[src/sv/mnso_pkg.sv]
// ----------------------------------------------------------------------------
// mnso_pkg
// Shared constants and table functions of the MIDI note sine oscillator.
// ----------------------------------------------------------------------------
`default_nettype none

package mnso_pkg;

   // Datapath sizes
   localparam int PHASE_BITS       = 32;
   localparam int SINE_TABLE_DEPTH = 256;
   localparam int SAMPLE_BITS      = 16;
   localparam int ADDR_BITS        = $clog2(SINE_TABLE_DEPTH);
   localparam int AMP_BITS         = SAMPLE_BITS - 1;
   localparam int GAIN_BITS        = 16;
   localparam int GAIN_FRAC        = 14;
   localparam int BASE_BITS        = 32;
   localparam int SEMI_BITS        = 17;
   localparam int SEMI_FRAC        = 16;
   localparam int OCT_BITS         = 4;
   localparam int SEMI_IDX_BITS    = 4;
   localparam int NOTE_BITS        = 7;
   localparam int STATUS_BITS      = 8;
   localparam int CSR_INDEX_BITS   = 1;
   localparam int CSR_DATA_BITS    = 32;
   localparam int SEMIS_PER_OCT    = 12;
   localparam int MAX_OCTAVE       = ((1 << NOTE_BITS) - 1) / SEMIS_PER_OCT;

   // Derived widths
   localparam int PROD_BITS        = SAMPLE_BITS + GAIN_BITS;
   localparam int SUM_BITS         = PROD_BITS + 1;
   localparam int NOTE_PROD_BITS   = BASE_BITS + SEMI_BITS;
   localparam int INC_SHIFTED_BITS = NOTE_PROD_BITS - SEMI_FRAC + MAX_OCTAVE;
   localparam int INC_WIDE_BITS    = (INC_SHIFTED_BITS > PHASE_BITS) ?
                                     INC_SHIFTED_BITS : PHASE_BITS;

   // Codes
   localparam logic                   OP_TICK        = 1'b0;
   localparam logic                   OP_EVENT       = 1'b1;
   localparam logic [STATUS_BITS-1:0] NOTE_ON_STATUS = 8'h90;
   localparam logic [CSR_INDEX_BITS-1:0] CSR_GAIN     = 1'b0;
   localparam logic [CSR_INDEX_BITS-1:0] CSR_BASE_INC = 1'b1;

   // Register reset values
   localparam logic signed [GAIN_BITS-1:0] GAIN_RESET     = 16'sd16384;
   localparam logic [BASE_BITS-1:0]        BASE_INC_RESET = 32'd731567;

   // Rounding bias for the Q2.14 gain product
   localparam logic signed [SUM_BITS-1:0] ROUND_BIAS = SUM_BITS'(1 << (GAIN_FRAC - 1));

   // Saturation limits of the output sample
   localparam logic signed [SAMPLE_BITS-1:0] SAMPLE_MAX = {1'b0, {(SAMPLE_BITS-1){1'b1}}};
   localparam logic signed [SAMPLE_BITS-1:0] SAMPLE_MIN = {1'b1, {(SAMPLE_BITS-1){1'b0}}};

   // Table build constants (pi in Q30)
   localparam longint unsigned PI_Q30    = 64'd3373259426;
   localparam longint unsigned AMP_VALUE = (64'd1 << (SAMPLE_BITS - 1)) - 64'd1;
   localparam longint unsigned QTR_DIV   = 4 * SINE_TABLE_DEPTH;

   typedef struct packed {
      logic [OCT_BITS-1:0]      octave;
      logic [SEMI_IDX_BITS-1:0] semitone;
   } note_split_type;

   // Semitone ratios in Q16: round(65536 * 2^(k/12))
   function automatic logic [SEMI_BITS-1:0] semitone_q16(input logic [SEMI_IDX_BITS-1:0] k);
      logic [SEMI_BITS-1:0] r;
      unique case (k)
         4'd0:    r = 17'd65536;
         4'd1:    r = 17'd69433;
         4'd2:    r = 17'd73562;
         4'd3:    r = 17'd77936;
         4'd4:    r = 17'd82570;
         4'd5:    r = 17'd87480;
         4'd6:    r = 17'd92682;
         4'd7:    r = 17'd98193;
         4'd8:    r = 17'd104032;
         4'd9:    r = 17'd110218;
         4'd10:   r = 17'd116772;
         4'd11:   r = 17'd123715;
         default: r = 17'd65536;
      endcase
      return r;
   endfunction

   // Split a key number into octave and semitone by threshold compares
   function automatic note_split_type split_note(input logic [NOTE_BITS-1:0] note);
      note_split_type       s;
      logic [NOTE_BITS-1:0] base;
      s.octave = '0;
      for (int k = 1; k <= MAX_OCTAVE; k++) begin
         if (note >= NOTE_BITS'(SEMIS_PER_OCT * k)) s.octave = OCT_BITS'(k);
      end
      base       = NOTE_BITS'(SEMIS_PER_OCT * int'(s.octave));
      s.semitone = SEMI_IDX_BITS'(note - base);
      return s;
   endfunction

   // Q30 sine by Taylor series through x^15, evaluated at elaboration
   function automatic longint sine_q30(input longint unsigned x);
      longint          sum;
      longint unsigned term;
      sum  = longint'(x);
      term = x;
      term = ((((term * x) >> 30) * x) >> 30) / 64'd6;   sum = sum - longint'(term);
      term = ((((term * x) >> 30) * x) >> 30) / 64'd20;  sum = sum + longint'(term);
      term = ((((term * x) >> 30) * x) >> 30) / 64'd42;  sum = sum - longint'(term);
      term = ((((term * x) >> 30) * x) >> 30) / 64'd72;  sum = sum + longint'(term);
      term = ((((term * x) >> 30) * x) >> 30) / 64'd110; sum = sum - longint'(term);
      term = ((((term * x) >> 30) * x) >> 30) / 64'd156; sum = sum + longint'(term);
      term = ((((term * x) >> 30) * x) >> 30) / 64'd210; sum = sum - longint'(term);
      return sum;
   endfunction

   // One quarter-wave entry, sampled at the bin center
   function automatic logic [AMP_BITS-1:0] quarter_wave_entry(input int unsigned i);
      longint unsigned x;
      longint          s;
      longint unsigned u;
      longint unsigned e;
      x = (PI_Q30 * (64'd2 * longint'(i) + 64'd1)) / QTR_DIV;
      s = sine_q30(x);
      u = (s < 0) ? 64'd0 : longint'(s);
      e = (u * AMP_VALUE + (64'd1 << 29)) >> 30;
      return AMP_BITS'(e);
   endfunction

endpackage

`default_nettype wire

[src/sv/midi_note_sine_oscillator_top.sv]
// ----------------------------------------------------------------------------
// midi_note_sine_oscillator_top
// DDS sine oscillator whose pitch follows MIDI note-on events.
// ----------------------------------------------------------------------------
// One transaction is accepted per clock cycle while req_ready is high, ticks
// and events alike. A tick reads the sine of the current phase and advances
// the phase accumulator in the cycle it is accepted; its sample reaches rsp_
// through a stage for the quarter-wave table read and a stage for the gain
// multiply, rounding and saturation. The phase add is the loop that sets the
// rate. A note-on event (status 0x90) loads the phase increment from one
// 32x17 multiply and a shift, in time for a tick in the very next cycle;
// events return no sample. Registers are written on the csr_ channel at any
// time the block is idle: index 0 is gain (Q2.14), index 1 the note 0 step.
// ----------------------------------------------------------------------------
`default_nettype none

module midi_note_sine_oscillator_top (
   input  wire logic                                 clock,
   input  wire logic                                 reset,
   input  wire logic                                 req_valid,
   output logic                                      req_ready,
   input  wire logic                                 req_op,
   input  wire logic [mnso_pkg::STATUS_BITS-1:0]     req_status_byte,
   input  wire logic [mnso_pkg::NOTE_BITS-1:0]       req_note_number,
   output logic                                      rsp_valid,
   input  wire logic                                 rsp_ready,
   output logic signed [mnso_pkg::SAMPLE_BITS-1:0]   rsp_sample,
   input  wire logic                                 csr_valid,
   output logic                                      csr_ready,
   input  wire logic [mnso_pkg::CSR_INDEX_BITS-1:0]  csr_index,
   input  wire logic [mnso_pkg::CSR_DATA_BITS-1:0]   csr_data
);
   import mnso_pkg::*;

   // State and configuration
   logic [PHASE_BITS-1:0]         phase_ff, phase_in;
   logic [PHASE_BITS-1:0]         increment_ff, increment_in;
   logic signed [GAIN_BITS-1:0]   gain_ff, gain_in;
   logic [BASE_BITS-1:0]          base_inc_ff, base_inc_in;

   // Pipeline
   logic                          s1_valid_ff, s1_valid_in;
   logic signed [SAMPLE_BITS-1:0] sine_ff, sine_in;
   logic                          rsp_valid_ff, rsp_valid_in;
   logic signed [SAMPLE_BITS-1:0] rsp_sample_ff, rsp_sample_in;

   logic                          req_accept;
   logic                          tick_accept;
   logic                          note_on;
   logic                          advance;
   logic                          csr_write;

   // Quarter-wave table, built at elaboration
   logic [AMP_BITS-1:0]           quarter_wave_w [SINE_TABLE_DEPTH];

   for (genvar gi = 0; gi < SINE_TABLE_DEPTH; gi++) begin : g_qw
      localparam logic [AMP_BITS-1:0] ENTRY = quarter_wave_entry(gi);
      assign quarter_wave_w[gi] = ENTRY;
   end

   // Handshakes
   assign advance     = !rsp_valid_ff || rsp_ready;
   assign req_ready   = !s1_valid_ff || advance;
   assign req_accept  = req_valid && req_ready;
   assign tick_accept = req_accept && (req_op == OP_TICK);
   assign note_on     = req_accept && (req_op == OP_EVENT) &&
                        (req_status_byte == NOTE_ON_STATUS);
   assign csr_ready   = 1'b1;
   assign csr_write   = csr_valid && csr_ready;

   // Phase accumulator
   always_comb begin
      phase_in = phase_ff;
      if (tick_accept) phase_in = phase_ff + increment_ff;
   end

   // Note to increment: base * semitone >> 16, then << octave
   always_comb begin
      note_split_type             split;
      logic [NOTE_PROD_BITS-1:0]  prod;
      logic [INC_WIDE_BITS-1:0]   wide;
      split = split_note(req_note_number);
      prod  = NOTE_PROD_BITS'(base_inc_ff) *
              NOTE_PROD_BITS'(semitone_q16(split.semitone));
      wide  = INC_WIDE_BITS'(prod[NOTE_PROD_BITS-1:SEMI_FRAC]) << split.octave;
      increment_in = increment_ff;
      if (note_on) increment_in = wide[PHASE_BITS-1:0];
   end

   // Configuration writes
   always_comb begin
      gain_in     = gain_ff;
      base_inc_in = base_inc_ff;
      if (csr_write) begin
         unique case (csr_index)
            CSR_GAIN:     gain_in     = csr_data[GAIN_BITS-1:0];
            CSR_BASE_INC: base_inc_in = csr_data[BASE_BITS-1:0];
         endcase
      end
   end

   // Stage 1: quadrant mirror and table read
   always_comb begin
      logic [1:0]             quad;
      logic [ADDR_BITS-1:0]   idx;
      logic [AMP_BITS-1:0]    mag;
      logic signed [SAMPLE_BITS-1:0] pos;
      quad    = phase_ff[PHASE_BITS-1 -: 2];
      idx     = phase_ff[PHASE_BITS-3 -: ADDR_BITS];
      if (quad[0]) idx = ~idx;
      mag     = quarter_wave_w[idx];
      pos     = {1'b0, mag};
      sine_in = quad[1] ? -pos : pos;
   end

   // Stage 2: gain, round half up, saturate
   always_comb begin
      logic signed [PROD_BITS-1:0] prod;
      logic signed [SUM_BITS-1:0]  sum;
      logic signed [SUM_BITS-1:0]  shifted;
      prod    = PROD_BITS'(sine_ff) * PROD_BITS'(gain_ff);
      sum     = SUM_BITS'(prod) + ROUND_BIAS;
      shifted = sum >>> GAIN_FRAC;
      if (shifted > SUM_BITS'(SAMPLE_MAX))      rsp_sample_in = SAMPLE_MAX;
      else if (shifted < SUM_BITS'(SAMPLE_MIN)) rsp_sample_in = SAMPLE_MIN;
      else                                      rsp_sample_in = shifted[SAMPLE_BITS-1:0];
   end

   // Valid flags
   always_comb begin
      s1_valid_in  = advance ? 1'b0 : s1_valid_ff;
      if (tick_accept) s1_valid_in = 1'b1;
      rsp_valid_in = advance ? s1_valid_ff : rsp_valid_ff;
   end

   // Control and state registers
   always_ff @(posedge clock) begin
      if (reset) begin
         phase_ff     <= '0;
         increment_ff <= '0;
         gain_ff      <= GAIN_RESET;
         base_inc_ff  <= BASE_INC_RESET;
         s1_valid_ff  <= 1'b0;
         rsp_valid_ff <= 1'b0;
      end else begin
         phase_ff     <= phase_in;
         increment_ff <= increment_in;
         gain_ff      <= gain_in;
         base_inc_ff  <= base_inc_in;
         s1_valid_ff  <= s1_valid_in;
         rsp_valid_ff <= rsp_valid_in;
      end
   end

   // Payload registers
   always_ff @(posedge clock) begin
      if (tick_accept) sine_ff <= sine_in;
      if (advance && s1_valid_ff) rsp_sample_ff <= rsp_sample_in;
   end

   assign rsp_valid  = rsp_valid_ff;
   assign rsp_sample = rsp_sample_ff;

endmodule

`default_nettype wire

[config.mk]
export PLATFORM = sky130hd
export DESIGN_NAME = midi_note_sine_oscillator_top
export DESIGN_NICKNAME = d
export VERILOG_FILES = /design/src/sv/mnso_pkg.sv /design/src/sv/midi_note_sine_oscillator_top.sv
export SDC_FILE = /design/constraint.sdc
export NUM_CORES = 2
export LEC_CHECK = 0
export BUFFER_PORTS_ARGS = -buffer_cell sky130_fd_sc_hd__buf_2
export CORE_UTILIZATION = 45
export CTS_CLUSTER_DIAMETER = 200
export DETAILED_ROUTE_END_ITERATION = 12
export SLEW_MARGIN = 20
export SYNTH_ARGS = -nofsm -noshare
export SYNTH_HDL_FRONTEND = slang
export SYNTH_SLANG_ARGS = --single-unit
[constraint.sdc]
create_clock -name clock -period 16.55 [get_ports clock]
set_clock_uncertainty 0.15 [all_clocks]
set_input_delay 3.31 -clock clock [delete_from_list [all_inputs] [get_ports clock]]
set_output_delay 3.31 -clock clock [all_outputs]
set_load 0.1 [all_outputs]
# Yosys cells after proc, flatten, opt, wreduce, memory -nomap -nowiden
# Memories as Yosys holds them, arrays and structs flattened.
# Index checks and enable logic that the tools add are counted.
[totals]
regBits = 146
rom_bits = 4096
inputBits = 54
output_inout_bits = 19
word_cells = 66
mem_count = 2
[op_classes]
add_sub_neg = 4
n_mul = 3
order_cmp = 13
n_eq_ne = 1
shifts = 1
muxes = 17
bitwise_logic = 4
n_reduce_logical = 12
[mem_list]
columns = ["name", "words", "width", "read_ports", "rd_ports_with_merged_regs", "write_ports", "line_no", "text"]
rows = [
  ["(no name shown)", 256, 15, 1, 0, 0, "midi_note_sine_oscillator_top.sv:111", "mag = quarter_wave_w[idx];"],
  ["(no name shown)", 16, 16, 1, 0, 0, "mnso_pkg.sv:68", "unique case (k)"],
]
[ops]
columns = ["operator", "count"]
rows = [
  ["multiplier 32 x 17 -> 49 bit", 1],
  ["2-to-1 mux 15 bit", 3],
  ["greater-or-equal comparator 7 bit, second input constant", 5],
  ["adder 32 x 15 -> 33 bit, second input constant", 1],
  ["left shift 33 x 4 -> 32 bit", 1],
  ["adder 32 bit", 1],
  ["multiplier 16 x 16 -> 32 bit", 1],
  ["2-to-1 mux 4 bit", 7],
  ["greater-or-equal comparator 7 x 6 -> 1 bit, second input constant", 3],
  ["> comparator 19 x 16 -> 1 bit, second input constant", 1],
  ["< comparator 19 x 16 -> 1 bit, second input constant", 1],
  ["2-to-1 mux 16 bit", 1],
  ["negation 15 -> 16 bit", 1],
  ["greater-or-equal comparator 9 bit, second input constant", 1],
  ["inverter 8 -> 9 bit", 1],
  ["equality test 8 bit, second input constant", 1],
  ["2-to-1 mux 8 bit", 1],
  ["inverter 8 bit", 1],
  ["greater-or-equal comparator 7 x 4 -> 1 bit, second input constant", 1],
  ["greater-or-equal comparator 7 x 5 -> 1 bit, second input constant", 1],
  ["logical AND 1 bit", 5],
  ["multiplier 2 x 4 -> 2 bit, first input constant", 1],
  ["2-to-1 mux 2 bit", 2],
  ["AND reduction 2 bit", 2],
  ["6 further kinds", 11],
]

# Logic depth before layout (Yosys ltp)
# An unclocked memory read counts as a cell.
[logic_depth]
ltp_word = 16
ltp_mapped = 42
mapped_depth_nobuf = 36

# Least setup slack after synthesis
# OpenSTA, ideal clock, no wires.
[synth_path]
path_type = "input to register"
from = "in req_note_number[5] in the netlist's numbering"
to = "reg increment_ff[27]"
setup_time_ns = 0.122
arrival_ns = 12.250
t_required_ns = 16.278
slack_ns = 4.028
cell_stages = 37
n_path_buf = 6
cell_sequence = "buf_2 nor2b_1 a21oi_1 o221a_2 o21a_1 inv_4 buf_2 buf_1 ha_1 xnor2_2 buf_2 nand2_1 a31oi_1 clkbuf_1 nand2_1 fa_1 fa_1 fa_1 inv_1 fa_1 fa_1 inv_1 fa_1 inv_1 ha_1 buf_4 nand4_2 nor4_4 a31oi_1 a31o_2 o311a_4 nor4_2 o21ai_0 a311oi_2 a21oi_2 a22o_1 a221o_1"
[synth_between]
elab_chain_len = 16
elab_cells_between_ends = 25
cone_classes = "add/sub (1); mul (2); order compare (10); shift (1); mux (10); memory (1)"
[synth_lines]
columns = ["item", "line_no", "text"]
rows = [
  ["start: declaration", "midi_note_sine_oscillator_top.sv:24", "input wire logic [mnso_pkg::NOTE_BITS-1:0] req_note_number,"],
  ["greater-or-equal comparator 7 x 4 -> 1 bit", "mnso_pkg.sv:92", "if (note >= NOTE_BITS'(SEMIS_PER_OCT * k)) s.octave = OCT_BITS'(k);"],
  ["2-to-1 mux 1 bit", "mnso_pkg.sv:92", ""],
  ["2-to-1 mux 2 bit (2 in a row)", "mnso_pkg.sv:92", ""],
  ["2-to-1 mux 4 bit (6 in a row)", "mnso_pkg.sv:92", ""],
  ["2-to-1 mux 4 bit *", "mnso_pkg.sv:92", ""],
  ["multiplier 2 x 4 -> 2 bit", "mnso_pkg.sv:94", "base = NOTE_BITS'(SEMIS_PER_OCT * int'(s.octave));"],
  ["subtractor 4 bit", "mnso_pkg.sv:95", "s.semitone = SEMI_IDX_BITS'(note - base);"],
  ["memory (16 x 16 bit)", "n/a", ""],
  ["multiplier 32 x 17 -> 49 bit", "midi_note_sine_oscillator_top.sv:83", "prod = NOTE_PROD_BITS'(base_inc_ff) *"],
  ["left shift 33 x 4 -> 32 bit *", "midi_note_sine_oscillator_top.sv:85", "wide = INC_WIDE_BITS'(prod[NOTE_PROD_BITS-1:SEMI_FRAC]) << split.octave;"],
  ["end signal: assignment", "midi_note_sine_oscillator_top.sv:147", "increment_ff <= increment_in;"],
  ["end: declaration", "midi_note_sine_oscillator_top.sv:37", "logic [PHASE_BITS-1:0] increment_ff, increment_in;"],
]
# Every way passes the cells marked *; elsewhere a longest branch is shown, timed or not.
# A chain may end at the register's enable or synchronous reset.

# Worst setup path after layout
# Ends and elaborated chain as after synthesis.

==> impl_metrics.json <==
{
  "drt-initial-drc-count": 3733,
  "cts_resized": 0,
  "cts_tree": "yes",
  "drive_gt1_share_pct": 5.680,
  "syn_area_sq_um": 41200,
  "synthCells": 5128,
  "postCtsSetupBuffers": 0,
  "fin_nets": 6008,
  "final.setup.tns_ns": 0,
  "vias_per_cell": 5.845,
  "rsz0062_at_grt": "no",
  "cts_sinks": 146,
  "crit_top_cell": "fa_1",
  "ys.flop_type": "dfxtp_1",
  "area.growth.synth_to_final_pct": 4.267,
  "arrival_ns": 14.22,
  "track_usage_pct": 29.48,
  "drc": 0,
  "synth_edf_count": 32,
  "wl_mm": 133.3,
  "slowest_stage": "a211oi_4",
  "hold_viol_final": 0,
  "relSlewSlack_pct": 23.84,
  "gp_congestion": 1.030,
  "worstMarginPinSlew_ns": 1.134,
  "cp_max_fo": 46,
  "synthTopCellsByArea": "fa_1 35%, ha_1 8.1%, inv_1 7.9%",
  "period_share_pct": 84.62,
  "hold_path_class": "flop to flop",
  "setup_viol": 0,
  "worst_ep_required_time_ns": 16.76,
  "core.rowCount": 110,
  "synthXorXnorAreaFrac_pct": 2.491,
  "grt-ovfl-total": 0,
  "outcome": "completed",
  "ys_seq_area_share_pct": 7.872,
  "yosysTopAreaCell": "fa_1",
  "yosys.area.top_type_share_pct": 34.94,
  "drv_slew": 0,
  "io_buffers": 71,
  "synth_mux_area_share_pct": 1.324,
  "clock_path_buffers": 2,
  "ys_types": 105,
  "vias": 35991,
  "ant_nets": 0,
  "layout_min_cycle_time_ns": 14.00,
  "first_global_vias": 36592,
  "clkTransAtPathRegs_ns": 0.07,
  "die_area_sq_um": 92760,
  "synth_fa_ha_area_share_pct": 43.02,
  "antenna_found_initial": 2,
  "firstDrtPassIters": 8,
  "worst_setup_path_end_kind": "flop",
  "numCtsBuffers": 17,
  "critPathLaunchType": "input pin",
  "n_antenna_cell": 0,
  "synth_compound_area_share_pct": 15.41,
  "die_y_um": 304.6,
  "final_common_cell": "inv_1",
  "synthSimpleGateAreaFrac_pct": 18.49,
  "h-tree-depth": 4,
  "most-common-layout-cells": "862 x inv_1, 842 x nand2_1, 719 x fa_1, 274 x a21oi_1",
  "io_pins": 73,
  "timing.fmax_mhz": 71.40,
  "synthArstFlopShare_pct": 0,
  "ys_seq_elements": 146,
  "place_hpwl_mm": 100.6,
  "wire_per_inst_um": 21.65,
  "grt_pass1_wl_mm": 213.4,
  "core-area_sq_um": 90290,
  "syn-num-nets": 6167,
  "ys_warn_count": 0,
  "die_w_um": 304.6,
  "start_util_pct": 45.63,
  "grt_max_degree": 84,
  "cts_hold_buffers": 0,
  "cp_slowest_stage_delay_ns": 0.86,
  "clock-root-buffer": "clkbuf_16",
  "path_class": "input pin to flop",
  "syn_area_per_cell_sq_um": 8.033,
  "clk_latency_ns": 0.48,
  "maxCapViolCount": 0,
  "synth_top_family_by_area": "adder cells"
}
critical path: cells and delay by family:
kind / cells / cell delay, ns
AO/OA/AOI/OAI: 12 / 3.46
adder cells (fa/ha/maj): 7 / 3.29
buffers and inverters: 8 / 1.45
XOR/XNOR: 2 / 1.08
AND/OR/NAND/NOR: 6 / 1.61
layer usage:
layer	vias up	GRT usage (%)	routed length, um
met4	2	9.279	4241
met3	282	5.514	11640
met5	-	0	10
met2	1588	47.04	60730
met1	18043	40.41	56700
li1	16076	-	-
layout make-up:
class / count / area (sq um)
inverters: 870 / 3268
multi-input cells: 3778 / 33420
flip-flops and latches: 146 / 3256
clock inverters: 13 / 112.6
fillers: 8964 / 47330
clock buffers: 19 / 432.9
repair buffers: 156 / 996.0
well taps: 1176 / 1471
worst paths after layout:
kind                           start               end  slack [ns]  cells past startpoint
setup / recovery  req_note_number[5]  increment_ff[27]        2.55                     35
hold / removal          phase_ff[17]      phase_ff[17]        0.31                      2
setup reg to reg      base_inc_ff[1]  increment_ff[27]        8.23                     24
hold reg to reg         phase_ff[17]      phase_ff[17]        0.31                      2
state kept, by name, summed over array words and instances (netlist names):
name / cells
sine_ff: 16
base_inc_ff: 32
increment_ff: 32
gain_ff: 16
rsp_sample: 16
s1_valid_ff: 1
phase_ff: 32
rsp_valid: 1
synthesized netlist by cell type (20+ instances only):
cell type,number
inv_1,864
o211ai_1,38
a221oi_1,21
nor2_1,267
a31oi_1,41
buf_2,61
nand2_1,845
nor3_1,74
xor2_1,32
a21oi_1,274
clkbuf_1,234
edfxtp_1,32
nand2b_1,62
o21ai_0,184
xnor2_1,74
and2_1,197
a21o_1,62
nor2b_1,51
nand3b_1,20
fa_1,719
nand3_1,40
dfxtp_1,114
ha_1,266
o21a_1,20
mux2i_1,32
o22ai_1,37
nand4_1,22
a211oi_1,49
per-stage QoR:
| step | setup WS, ns | std cells | instance area, sq um | hold WS, ns | util (%) |
|---|---|---|---|---|---|
| floorplan | 4.028 | 5128 | 41200 | 0.2792 | - |
| global placement | 2.392 | 6126 | 42410 | 0.2926 | 46.97 |
| detailed placement | 2.115 | 6126 | 42410 | 0.3015 | 46.97 |
| CTS | 2.634 | 6158 | 42950 | 0.3095 | 47.57 |
| global route | 1.940 | 6158 | 42950 | 0.3272 | 47.57 |
| finish | 2.545 | 6158 | 42950 | 0.3075 | 47.57 |
cells by family after synthesis:
family          Yosys count
buf+inv                1204
flops                   146
simple gates           1668
mux                      47
fa+ha+maj               985
other cells               1
compound gates          965
xor+xnor                112
Power is not shown: default switching activity piles up to over one toggle a cycle in this logic, so the estimate is an artifact.
